### src/design/ats_pkg.sv
package ats_pkg;

	// Characters with special meaning in a template
	localparam logic [15:0] CH_LBRACE = 16'h007B;
	localparam logic [15:0] CH_RBRACE = 16'h007D;
	localparam logic [15:0] CH_APOS   = 16'h0027;
	localparam logic [15:0] CH_QUOTE  = 16'h0022;

	// Most result words one input word can cause
	localparam int unsigned BATCH_MAX = 3;

	typedef enum logic [2:0] {
		MODE_OUT     = 3'd0,
		MODE_OUT_LB  = 3'd1,
		MODE_OUT_RB  = 3'd2,
		MODE_EXPR    = 3'd3,
		MODE_EXPR_Q  = 3'd4,
		MODE_DISCARD = 3'd5
	} mode_t;

	typedef enum logic [2:0] {
		KIND_LIT      = 3'd0,
		KIND_EXPR     = 3'd1,
		KIND_LIT_END  = 3'd2,
		KIND_EXPR_END = 3'd3,
		KIND_ERROR    = 3'd4,
		KIND_TMPL_END = 3'd5
	} kind_t;

	typedef enum logic [1:0] {
		ERR_NONE        = 2'd0,
		ERR_MISSING     = 2'd1,
		ERR_UNMATCHED_RB = 2'd2,
		ERR_LB_IN_EXPR  = 2'd3
	} err_t;

	typedef struct packed {
		logic [15:0] code_unit;
		logic        final_unit;
	} unit_word_t;

	typedef struct packed {
		logic [15:0] out_unit;
		kind_t       item_kind;
		err_t        error_code;
		logic        last_of_run;
	} result_word_t;

	// Results of one input word, in order, res[0] first
	typedef struct packed {
		logic [1:0]                     count;
		result_word_t [BATCH_MAX-1:0]   res;
	} batch_t;

	function automatic result_word_t mk_result(logic [15:0] unit, kind_t kind, err_t err);
		result_word_t r;
		r.out_unit    = unit;
		r.item_kind   = kind;
		r.error_code  = err;
		r.last_of_run = 1'b0;
		return r;
	endfunction

endpackage

### src/design/ats_parse.sv
module ats_parse
	import ats_pkg::*;
(
	input  logic       clk,
	input  logic       arst_n,
	input  unit_word_t word,
	input  logic       advance,
	output batch_t     batch
);

	mode_t mode_q;
	logic  quote_mark_q;  // open stretch uses quote mark (else apostrophe)
	logic  lit_open_q;
	logic  first_q;

	mode_t mode_d;
	logic  quote_mark_d;
	logic  lit_open_d;
	logic  first_d;

	always_comb begin
		logic [1:0]                   n;
		result_word_t [BATCH_MAX-1:0] res;
		logic [15:0]                  c;
		logic                         fin;
		logic                         is_quote;
		logic [15:0]                  close_ch;

		n            = 2'd0;
		res          = '0;
		c            = word.code_unit;
		fin          = word.final_unit;
		is_quote     = (c == CH_APOS) || (c == CH_QUOTE);
		close_ch     = quote_mark_q ? CH_QUOTE : CH_APOS;
		mode_d       = mode_q;
		quote_mark_d = quote_mark_q;
		lit_open_d   = lit_open_q;
		first_d      = first_q;

		if (first_q && fin) begin
			// one-unit template is always literal
			res[0]       = mk_result(c, KIND_LIT, ERR_NONE);
			res[1]       = mk_result(16'd0, KIND_LIT_END, ERR_NONE);
			res[2]       = mk_result(16'd0, KIND_TMPL_END, ERR_NONE);
			n            = 2'd3;
			mode_d       = MODE_OUT;
			quote_mark_d = 1'b0;
			lit_open_d   = 1'b0;
			first_d      = 1'b1;
		end else begin
			first_d = 1'b0;
			unique case (mode_q)
				MODE_OUT_LB: begin
					if (c == CH_LBRACE) begin
						res[n]     = mk_result(c, KIND_LIT, ERR_NONE);
						n          = n + 2'd1;
						lit_open_d = 1'b1;
						mode_d     = MODE_OUT;
					end else begin
						if (lit_open_q) begin
							res[n]     = mk_result(16'd0, KIND_LIT_END, ERR_NONE);
							n          = n + 2'd1;
							lit_open_d = 1'b0;
						end
						if (c == CH_RBRACE) begin
							res[n] = mk_result(16'd0, KIND_EXPR_END, ERR_NONE);
							n      = n + 2'd1;
							mode_d = MODE_OUT;
						end else begin
							res[n] = mk_result(c, KIND_EXPR, ERR_NONE);
							n      = n + 2'd1;
							if (is_quote) begin
								quote_mark_d = (c == CH_QUOTE);
								mode_d       = MODE_EXPR_Q;
							end else begin
								mode_d = MODE_EXPR;
							end
						end
					end
				end
				MODE_OUT_RB: begin
					if (c == CH_RBRACE) begin
						res[n]     = mk_result(c, KIND_LIT, ERR_NONE);
						n          = n + 2'd1;
						lit_open_d = 1'b1;
						mode_d     = MODE_OUT;
					end else begin
						res[n] = mk_result(16'd0, KIND_ERROR, ERR_UNMATCHED_RB);
						n      = n + 2'd1;
						mode_d = MODE_DISCARD;
					end
				end
				MODE_EXPR: begin
					if (c == CH_RBRACE) begin
						res[n] = mk_result(16'd0, KIND_EXPR_END, ERR_NONE);
						n      = n + 2'd1;
						mode_d = MODE_OUT;
					end else if (c == CH_LBRACE) begin
						res[n] = mk_result(16'd0, KIND_ERROR, ERR_LB_IN_EXPR);
						n      = n + 2'd1;
						mode_d = MODE_DISCARD;
					end else begin
						res[n] = mk_result(c, KIND_EXPR, ERR_NONE);
						n      = n + 2'd1;
						if (is_quote) begin
							quote_mark_d = (c == CH_QUOTE);
							mode_d       = MODE_EXPR_Q;
						end
					end
				end
				MODE_EXPR_Q: begin
					res[n] = mk_result(c, KIND_EXPR, ERR_NONE);
					n      = n + 2'd1;
					if (c == close_ch) begin
						quote_mark_d = 1'b0;
						mode_d       = MODE_EXPR;
					end
				end
				MODE_DISCARD: begin
				end
				default: begin
					if (c == CH_LBRACE) begin
						mode_d = MODE_OUT_LB;
					end else if (c == CH_RBRACE) begin
						mode_d = MODE_OUT_RB;
					end else begin
						res[n]     = mk_result(c, KIND_LIT, ERR_NONE);
						n          = n + 2'd1;
						lit_open_d = 1'b1;
						mode_d     = MODE_OUT;
					end
				end
			endcase

			if (fin) begin
				if (mode_d == MODE_OUT) begin
					if (lit_open_d && n != 2'd3) begin
						res[n] = mk_result(16'd0, KIND_LIT_END, ERR_NONE);
						n      = n + 2'd1;
					end
					if (n != 2'd3) begin
						res[n] = mk_result(16'd0, KIND_TMPL_END, ERR_NONE);
						n      = n + 2'd1;
					end
				end else if (mode_d != MODE_DISCARD && n != 2'd3) begin
					res[n] = mk_result(16'd0, KIND_ERROR, ERR_MISSING);
					n      = n + 2'd1;
				end
				mode_d       = MODE_OUT;
				quote_mark_d = 1'b0;
				lit_open_d   = 1'b0;
				first_d      = 1'b1;
			end
		end

		if (n != 2'd0) begin
			res[n - 2'd1].last_of_run = 1'b1;
		end
		batch.count = n;
		batch.res   = res;
	end

	always_ff @(posedge clk or negedge arst_n) begin
		if (!arst_n) begin
			mode_q       <= MODE_OUT;
			quote_mark_q <= 1'b0;
			lit_open_q   <= 1'b0;
			first_q      <= 1'b1;
		end else if (advance) begin
			mode_q       <= mode_d;
			quote_mark_q <= quote_mark_d;
			lit_open_q   <= lit_open_d;
			first_q      <= first_d;
		end
	end

endmodule

### src/design/ats_outbuf.sv
module ats_outbuf
	import ats_pkg::*;
(
	input  logic         clk,
	input  logic         arst_n,
	input  logic         load,
	input  batch_t       batch,
	output logic         free,
	output logic         result_valid,
	input  logic         result_ready,
	output result_word_t result_data
);

	logic [1:0]                   cnt_q;
	result_word_t [BATCH_MAX-1:0] res_q;
	logic                         pop;

	assign result_valid = (cnt_q != 2'd0);
	assign result_data  = res_q[0];
	assign pop          = result_valid && result_ready;
	// empty now, or last pending word leaves this cycle
	assign free         = (cnt_q == 2'd0) || (cnt_q == 2'd1 && result_ready);

	always_ff @(posedge clk or negedge arst_n) begin
		if (!arst_n) begin
			cnt_q <= 2'd0;
		end else if (load) begin
			cnt_q <= batch.count;
		end else if (pop) begin
			cnt_q <= cnt_q - 2'd1;
		end
	end

	always_ff @(posedge clk) begin
		if (load) begin
			res_q <= batch.res;
		end else if (pop) begin
			res_q[0] <= res_q[1];
			res_q[1] <= res_q[2];
		end
	end

endmodule

### src/design/attribute_template_splitter.sv
// Channel   Handshake                    Word             Moves
// unit      unit_valid / unit_ready      unit_word_t      one code unit + final flag
// result    result_valid / result_ready  result_word_t    one tagged char or marker
//
// A code unit waits in the input register, then is parsed in a
// single pass and its 0 to 3 result words load the output buffer.
// Throughput is one code unit per cycle while each unit gives at most one
// word and result_ready is high; after a unit giving more, the next waits in
// the input register as the buffer drains one word per ready cycle.
// Reset (arst_n low) empties both stages and returns to the start of a template.
// A stalled result side backs up into the input register, then unit_ready.
module attribute_template_splitter
	import ats_pkg::*;
(
	input  logic         clk,
	input  logic         arst_n,
	input  logic         unit_valid,
	output logic         unit_ready,
	input  unit_word_t   unit_data,
	output logic         result_valid,
	input  logic         result_ready,
	output result_word_t result_data
);

	logic       valid_s1;
	unit_word_t word_s1;

	batch_t batch;
	logic   buf_free;
	logic   consume;

	// Input word leaves s1 once the output buffer can take all its results
	assign consume    = valid_s1 && buf_free;
	assign unit_ready = !valid_s1 || consume;

	always_ff @(posedge clk or negedge arst_n) begin
		if (!arst_n) begin
			valid_s1 <= 1'b0;
		end else if (unit_valid && unit_ready) begin
			valid_s1 <= 1'b1;
		end else if (consume) begin
			valid_s1 <= 1'b0;
		end
	end

	always_ff @(posedge clk) begin
		if (unit_valid && unit_ready) begin
			word_s1 <= unit_data;
		end
	end

	// Template parser: brace/quote state advances only when its results are taken
	ats_parse u_parse (
		.clk     (clk),
		.arst_n  (arst_n),
		.word    (word_s1),
		.advance (consume),
		.batch   (batch)
	);

	// Result register: holds a batch, hands out one word per ready cycle
	ats_outbuf u_outbuf (
		.clk          (clk),
		.arst_n       (arst_n),
		.load         (consume),
		.batch        (batch),
		.free         (buf_free),
		.result_valid (result_valid),
		.result_ready (result_ready),
		.result_data  (result_data)
	);

endmodule

### config.mk
export PLATFORM = sky130hd
export DESIGN_NAME = attribute_template_splitter
export DESIGN_NICKNAME = d
export VERILOG_FILES = /design/src/design/ats_pkg.sv /design/src/design/ats_parse.sv /design/src/design/ats_outbuf.sv /design/src/design/attribute_template_splitter.sv
export SDC_FILE = /design/constraint.sdc
export NUM_CORES = 1
export LEC_CHECK = 0
export BUFFER_PORTS_ARGS = -buffer_cell sky130_fd_sc_hd__buf_2
export CORE_MARGIN = 4
export CORE_UTILIZATION = 44
export CTS_BUF_LIST = sky130_fd_sc_hd__clkbuf_4
export DETAILED_ROUTE_END_ITERATION = 8
export MAX_ROUTING_LAYER = met4
export PLACE_DENSITY = 0.6
export SETUP_SLACK_MARGIN = 0.5
export SLEW_MARGIN = 20
export SYNTH_ARGS = -nofsm -noshare
export SYNTH_HDL_FRONTEND = slang
export SYNTH_SLANG_ARGS = --single-unit
export TNS_END_PERCENT = 5
### constraint.sdc
create_clock -name clk -period 4.7 [get_ports clk]
set_input_delay 0.47 -clock clk [delete_from_list [all_inputs] [get_ports clk]]
set_output_delay 0.47 -clock clk [all_outputs]
set_load 0.02 [all_outputs]
-- Word-level counts from Yosys, hierarchy flattened
Index checks and enable logic that the tools add are counted.
- flip-flop bits (word level): 92
- output and inout port bits: 24
- logic and storage cells: 183
- input port bits: 21
- add/subtract/negate cells: 5
- reduce and logical (&&, ||, !) cells: 25
- order comparisons: 8
- multiplexer cells: 94
- equality and inequality tests: 19
- bitwise operators: 12
- operators with widths (kind ; count):
    $mux W66 ; 11
    $mux W22 ; 13
    $mux W44 ; 5
    $not A60 Y60 ; 3
    $demux W22 S2 ; 4
    $bwmux W66 ; 2
    $and A60 B60 Y60 ; 2
    $pmux W22 S5 ; 1
    $and A63 B63 Y63 ; 1
    $not A63 Y63 ; 1
    $and A20 B60 Y60 ; 1
    $mux W3 ; 13
    $mux W2 ; 18
    $eq A16 B6 Y1 const B ; 2
    $eq A16 B7 Y1 const B ; 2
    $mux W1 ; 22
    $eq A16 B16 Y1 ; 1
    $ne A4 B3 Y1 const B ; 4
    $pmux W3 S5 ; 1
    $lt A2 B3 Y1 const B ; 4
    $or A6 B6 Y6 ; 2
    $logic_and A1 B1 Y1 ; 11
    $ge A2 B1 Y1 const B ; 4
    $reduce_bool A2 Y1 ; 4
    other kinds (21) ; 31

-- Logic depth before layout (Yosys ltp)
Gate-level depths: netlist (run 1).
- depth after elaboration: 27
- depth in mapped cells: 19
- mapped depth without buffers: 15

-- By module
Synthesis (run 1) repeated with hierarchy kept, for this count alone.
- cell total of the unflattened synthesis: 478
- area total of the unflattened synthesis: 5504.0 sq um
- modules (own cells, without submodules) (module ; times used ; seq. area each (sq um) ; area an instance (sq um) ; cells each):
    ats_outbuf ; 1 ; 2031.9 ; 2856.5 ; 156
    ats_parse ; 1 ; 151.4 ; 2077.0 ; 300
    attribute_template_splitter ; 1 ; 535.5 ; 570.5 ; 22

-- Worst setup path after synthesis (run 1)
No wires, ideal clock.
- path kind: reg-to-reg
- start point: reg word_s1[9] (netlist name)
- end point: reg u_outbuf.res_q, in the netlist u_outbuf.result_data[0] (data pin)
- slack: 624 ps
- data required time: 4437 ps
- buffers on the path: 3
- stages on the path, launching flop included: 18
- period minus slack after synthesis: 4076 ps
- setup time: 263 ps
- arrival: 3814 ps
- cell sequence: edfxtp_1 nor4_1 and4_1 buf_4 nand3_1 a21o_1 nand2_2 inv_1 ha_1 clkbuf_1 a2111oi_1 a311oi_2 buf_6 a211o_1 a2111oi_2 a21oi_1 o221ai_2 o21ai_1
- cells in the longest elaborated chain, start to end: 24
- elaborated cells on any way between the ends: 87
- classes of those cells: add/sub (3); order compare (6); eq/ne (8); mux (56); bitwise (6); reduce/logical (8)
- ends and longest elaborated chain (item ; line ; text):
    from (decl) ; attribute_template_splitter.sv:26 ; unit_word_t word_s1;
    from (signal assigned) ; attribute_template_splitter.sv:48 ; word_s1 <= unit_data;
    parallel branches: the longest is 22 deep, another holds $add A2 B1 Y2 ; n/a ;
    $mux W66 * ; ats_parse.sv:156 ; if (n != 2'd0) begin
    $mux W44 * ; ats_outbuf.sv:35 ; if (load) begin
    to (signal assigned) ; ats_outbuf.sv:36 ; res_q <= batch.res;
    to (decl) ; ats_outbuf.sv:15 ; result_word_t [BATCH_MAX-1:0] res_q;
Every way passes the cells marked *. The select of a mux whose other input is x is not followed.
A chain may end at the register's enable or synchronous reset.

-- Final worst setup path (run 1)
- start point: reg word_s1[14] (netlist name)
- end point: reg u_outbuf.res_q, in the netlist u_outbuf.result_data[0] (data pin)
Same word-level chain as after synthesis.

==> qor.csv, run 1 <==
metric,value,unit
clock_latency,0.42,ns
timing.final.crit_period,3.91,ns
final_common_cell,edfxtp_1,
crit_start,word_s1[14]$_DFFE_PP_,
grt_overflow,0,
finalCoreUtilization,0.495,
hold_slack,0.211,ns
drv_cap,0,
synthCells,429,
crit_path_start_kind,flop,
cp_max_fo,5,
path_class,reg2reg,
drt_pass1_iterations,5,
drive_gt1_frac,0.237,
fill_cells,906,
clock_skew,0.0185,ns
synth.yosys.warnings,0,
hold_path_class,in2reg,
vias,3409,
syn_area,0.00443,mm²
synth_area_per_cell,10.3,µm²
p_total,3.31,mW
rsz0062_at_grt,yes,
clockBufferDepth,2,
coreArea,0.00977,mm²
grt_pass1_vias,3292,
p_per_area,684,mW/mm²
crit_family,compound AO/OA/AOI/OAI gates,
cp.arrival,4.09,ns
place.gp.congestion,0.934,
grt_usage,0.197,
cts_root_buf,clkbuf_4,
report.final.slew_viol_count,0,
slew_headroom,0.393,
clkTransAtPathRegs,0.13,ns
die-area,0.0117,mm²
irDropWorstVdd,0.290,mV
drc_errors,0,
dp_hpwl,7680,µm
dieWidth,108,µm
cts_tree,yes,
antenna_found_initial,0,
numClockSinks,74,
hold_viol_final,0,
numCtsBuffers,9,
detail_route.vias_per_cell,5.79,
fmax,256,MHz
mostFrequentLayoutCells,"edfxtp_1 (65), buf_2 (44), a21oi_1 (36), nand2_1 (31), nor2_1 (27)",
ys.flop_type,edfxtp_1,
post-cts-setup-buffer-count,0,
ys_types,69,
worstReg2RegStart,word_s1[14]$_DFFE_PP_,
synth_edf_count,65,
wl_per_cell,18.4,µm
crit_top_cell,a2111oi_2,
nNetsFinal,478,
drt_first_iter_violations,236,
critPathSlowestCell,edfxtp_1,
leakagePower,1.87,nW
instances_no_fill,589,
io_buffers,44,
grt_pass1_wl,17200,µm
ios,45,
syn-num-nets,456,
required,4.87,ns
die_y,108,µm
dp.cells,572,
finalSetupViolCount,0,
status,completed,
std_cell_rows,36,
ys_ff_latch,74,
h-tree-depth,3,
cp_cell_sequence,nor4_1 > buf_4 > and4_1 > nand3_1 > a21o_1 > nand2_2 > inv_1 > ha_1 > a2111oi_2 > a311oi_2 > a211o_1 > a2111oi_2 > a21oi_1 > o221ai_2 > o21ai_1,
yosysSeqAreaShare,0.492,
grt_start_max_net_pins,48,
cp.buffers_inverters,2,
hold_start,unit_data[7],
cp-end-kind,flop,
fin_crit_sh,0.833,
syn_to_final_growth,9.39,%
initial_core_util,0.453,
tightest_slew,0.911,ns
max_stage_delay,0.49,ns
totalWireLength,10800,µm
synth-async-reset-ratio,0.122,
final_antenna_net_count,0,
tns,0,ns
==> metal layers <==
layer	global-route usage	vias to the layer above	routed length, µm
met3	0.0436	14	675
met1	0.268	1622	5080
li1	-	1634	-
met4	0.0658	0	134
met5	-	-	0
met2	0.293	139	4940
==> path summary, 6_finish.rpt <==
kind | cells after the start | slack (ns) | endpoint
setup reg to reg | 15 | 0.79 | u_outbuf.result_data[0]$_DFFE_PP_
max in group asynchronous | 2 | 4.02 | u_parse.first_q$_DFFE_PN1P_
hold reg to reg | 1 | 0.52 | u_outbuf.cnt_q[1]$_DFFE_PN0P_
hold / removal | 1 | 0.21 | word_s1[7]$_DFFE_PP_
min in group asynchronous | 2 | 0.43 | u_outbuf.cnt_q[0]$_DFFE_PN0P_
setup / recovery | 15 | 0.79 | u_outbuf.result_data[0]$_DFFE_PP_
==> layout make-up <==
cell class | instances | area [µm²] | area share
clock buffers | 9 | 67.6 | 0.0140
flip-flops and latches | 74 | 2180 | 0.450
well taps | 133 | 166 | 0.0344
multi-input cells | 291 | 1910 | 0.395
inverters | 13 | 48.8 | 0.0101
clock inverters | 6 | 82.6 | 0.0171
diodes | 1 | 2.50 | 0.000517
repair buffers | 62 | 383 | 0.0791
==> synth_stat cells (8+ instances only) <==
master    count  area, µm²
o21ai_2      11       96.3
nor2_1       27        101
inv_1        13       48.8
clkbuf_1     17       63.8
and2_1       11       68.8
o21ai_0      19       95.1
nand2_1      31        116
dfrtp_1       8        200
edfxtp_1     65       1950
a21oi_1      36        180
and3_1       24        150
buf_4        23        173
nand3_1      23        115
==> what timing repair did <==
item	CTS	global route
hold buffers	1	0
endpoints found under the hold margin	8	0
setup endpoints to repair	0	36
resized for setup	0	4
==> cell families (layout without fill, tap and decap cells) <==
| logic type | count (synthesis) | after routing | synth area share |
|---|---|---|---|
| AOI/OAI and AO/OA | 119 | 119 | 0.197 |
| xor gates and xnor gates | 4 | 4 | 0.00792 |
| adders and majority gates | 6 | 6 | 0.0170 |
| buffers and inverters | 64 | 90 | 0.0820 |
| DFF | 74 | 74 | 0.492 |
| muxes | 3 | 3 | 0.00707 |
| other | 0 | 1 | 0 |
| and+or+nand+nor | 159 | 159 | 0.197 |
==> state kept, by name, summed over array words and instances (netlist names) <==
register              flops
u_parse.first_q           1
u_parse.lit_open_q        1
u_parse.quote_mark_q      1
valid_s1                  1
u_outbuf.res_q           26
u_outbuf.result_data     22
u_parse.mode_q            3
u_outbuf.cnt_q            2
word_s1                  17
==> per-stage QoR <==
stage	area (µm²)	setup slack (ns)
after floorplan	4430	0.624
after global placement	4650	0.754
after detailed placement	4650	0.629
after CTS	4810	0.592
after global routing	4840	0.468
final	4840	0.786
==> power by group <==
group / total (mW) / internal, mW / switching (mW)
Clock: 0.434 / 0.210 / 0.223
Combinational: 1.66 / 0.544 / 1.11
Sequential: 1.22 / 1.06 / 0.167
Total: 3.31 / 1.81 / 1.50
(Power assumes the default switching activity.)
==> run 2, diff against run 1 <==
- PLACE_DENSITY: 0.6 -> 0.63
- clock period: 4.7 -> 3.6 ns (I/O delays scaled with it)
==> run 2 against run 1 <==
Compared with the run above:
- sequential cell count is the same
- sequential share of layout area shrank 4.4 points
- global-route usage grew 1.2 points
- critical path type unchanged
- hold slack lost 0.13 ns
- maximum frequency grew 12%
- largest cell class unchanged
- core utilization grew 5.4 points
- first-iteration DRC count grew 5.9%
- sequential power grew 27%
- register-to-register slack lost 0.68 ns
- wire length grew 8.8%
==> qor.csv, run 2 (synthesis results as in run 1) <==
metric,value,unit,change
antenna_found_initial,0,,unchanged
hold_viol_final,0,,unchanged
clock_skew,0.0305,ns,+0.0120 ns
grt_usage,0.209,,+0.0121
finalCoreUtilization,0.549,,+0.0535
finalSetupViolCount,0,,unchanged
vias,3665,,+7.5%
grt_pass1_wl,18300,µm,+6.2%
die-area,0.0117,mm²,unchanged
largest_reg_flops,26,,unchanged
grt_pass1_vias,3481,,+5.7%
h-tree-depth,3,,unchanged
drt_first_iter_violations,250,,+5.9%
cp_max_fo,10,,+5
drc_errors,0,,unchanged
place.gp.congestion,0.984,,+5.4%
crit_top_cell,buf_4,,
grt_start_max_net_pins,37,,-23%
dp_hpwl,8260,µm,+7.6%
irDropWorstVdd,0.399,mV,+38%
fmax,286,MHz,+12%
final_antenna_net_count,0,,unchanged
drt_pass1_iterations,5,,unchanged
cp-end-kind,flop,,
ios,45,,unchanged
status,completed,,
clockBufferDepth,2,,unchanged
nNetsFinal,524,,+9.6%
final_common_cell,edfxtp_1,,
die_y,108,µm,unchanged
placed_area,0.00497,mm²,+6.9%
path_class,reg2reg,,
tightest_slew,1.09,ns,+0.177 ns
max_stage_delay,0.45,ns,-0.04 ns
drive_gt1_frac,0.353,,+0.115
cp.arrival,3.67,ns,-0.42 ns
mostFrequentLayoutCells,"edfxtp_1 (65), buf_4 (58), buf_2 (44), a21oi_1 (33), nand2_1 (30)",,
syn_to_final_growth,21.2,%,
drv_cap,0,,unchanged
totalWireLength,11800,µm,+8.8%
required,3.78,ns,-1.09 ns
hold_path_class,in2reg,,
slew_headroom,0.275,,-0.118
leakagePower,2.11,nW,+13%
wl_per_cell,18.6,µm,+0.93%
critPathSlowestCell,edfxtp_1,,
report.final.slew_viol_count,0,,unchanged
clkTransAtPathRegs,0.13,ns,about the same
timing.final.crit_period,3.50,ns,-0.417 ns
clock_latency,0.45,ns,+0.03 ns
dieWidth,108,µm,unchanged
coreArea,0.00977,mm²,unchanged
detail_route.vias_per_cell,5.77,,-0.28%
io_buffers,44,,unchanged
postLayoutCellArea,0.00536,mm²,+11%
n_antenna_cell,0,,-1
largest-register,u_outbuf.res_q,,
dp_slack,-0.114,ns,-0.743 ns
rsz0062_at_grt,yes,,
cts_root_buf,clkbuf_4,,
initial_core_util,0.453,,unchanged
cp_cell_sequence,nor4_4 > buf_4 > and4_4 > buf_6 > a22oi_2 > nand2_2 > buf_4 > ha_1 > buf_4 > a211o_1 > a2111oi_4 > a21oi_2 > o221ai_4 > nor2_1,,
crit_path_start_kind,flop,,
std_cell_rows,36,,unchanged
p_per_area,896,mW/mm²,+31%
numClockSinks,74,,unchanged
fin_crit_sh,0.971,,+0.138
finalWorstSetupSlack,0.104,ns,-0.683 ns
hold_slack,0.0815,ns,-0.130 ns
cts_tree,yes,,
numCtsBuffers,9,,unchanged
grt_overflow,0,,unchanged
-- run 2: cell count changes in the layout (fill, tap and decap cells not counted), moves of 3 or more --
| cell | delta |
|---|---|
| nor2_2 | +4 |
| nor2_1 | -5 |
| buf_4 | +43 |
| clkbuf_4 | +3 |
| a21oi_1 | -3 |
-- run 2: final timing paths --
path                                                from                               end  slack, ns  depth (start not counted)
max                                word_s1[12]$_DFFE_PP_  u_outbuf.res_q[44]$_SDFFCE_PN0P_       0.10                         14
min in group asynchronous                         arst_n     u_parse.mode_q[2]$_DFFE_PN0P_       0.29                          2
min reg2reg                u_outbuf.cnt_q[1]$_DFFE_PN0P_     u_outbuf.cnt_q[1]$_DFFE_PN0P_       0.52                          1
min                                        unit_data[13]             word_s1[13]$_DFFE_PP_       0.08                          1
max reg2reg                        word_s1[12]$_DFFE_PP_  u_outbuf.res_q[44]$_SDFFCE_PN0P_       0.10                         14
max in group asynchronous                         arst_n       u_parse.first_q$_DFFE_PN1P_       3.04                          2
-- run 2: timing repair --
| item | CTS | global route |
|---|---|---|
| setup buffers | 3 | 8 |
| pin swaps | 7 | 26 |
| endpoints found under the hold margin | 8 | 0 |
| hold buffers | 1 | 0 |
| gates cloned | 0 | 1 |
| resized for setup | 9 | 25 |
| setup endpoints to repair | 49 | 49 |
-- run 2: area by class of cell --
type                       instances  area [µm²]
sequential                        74        2180
inverter                          13        51.3
multi-input combinational        291        2100
tap                              133         166
fill                             877        4410
timing repair buffer             108         753
clock inverter                     4        22.5
clock buffer                      12        90.1
-- run 2: power breakdown --
group	internal, mW	switching (mW)	leakage [nW]
Clock	0.161	0.298	0.0586
Combinational	1.07	1.73	1.29
Sequential	1.38	0.170	0.760
-- run 2: metrics by stage --
stage / TNS [ns] / instances / power (mW)
2_1_floorplan: 0 / 429 / 3.34
3_3_place_gp: -0.0144 / 606 / 3.95
3_5_place_dp: -0.280 / 606 / 3.97
4_1_cts: 0 / 626 / 4.49
5_1_grt: -0.217 / 635 / 5.09
6_report: 0 / 635 / 4.80
-- run 2: metal layers --
metal	up-vias	wire length (µm)	global-route usage
met3	18	720	0.0293
met5	-	0	-
met2	141	5610	0.320
met4	0	313	0.0848
met1	1781	5150	0.282
li1	1725	-	-
-- run 2: worst max-delay path, delay by kind of cell, from the launching register on --
kind	cells	cell delay [ns]
adder cells (fa/ha/maj)	1	0.26
AND/OR/NAND/NOR	4	0.76
buffers and inverters	4	0.66
flip-flops	1	0.45
AO/OA/AOI/OAI	5	1.10
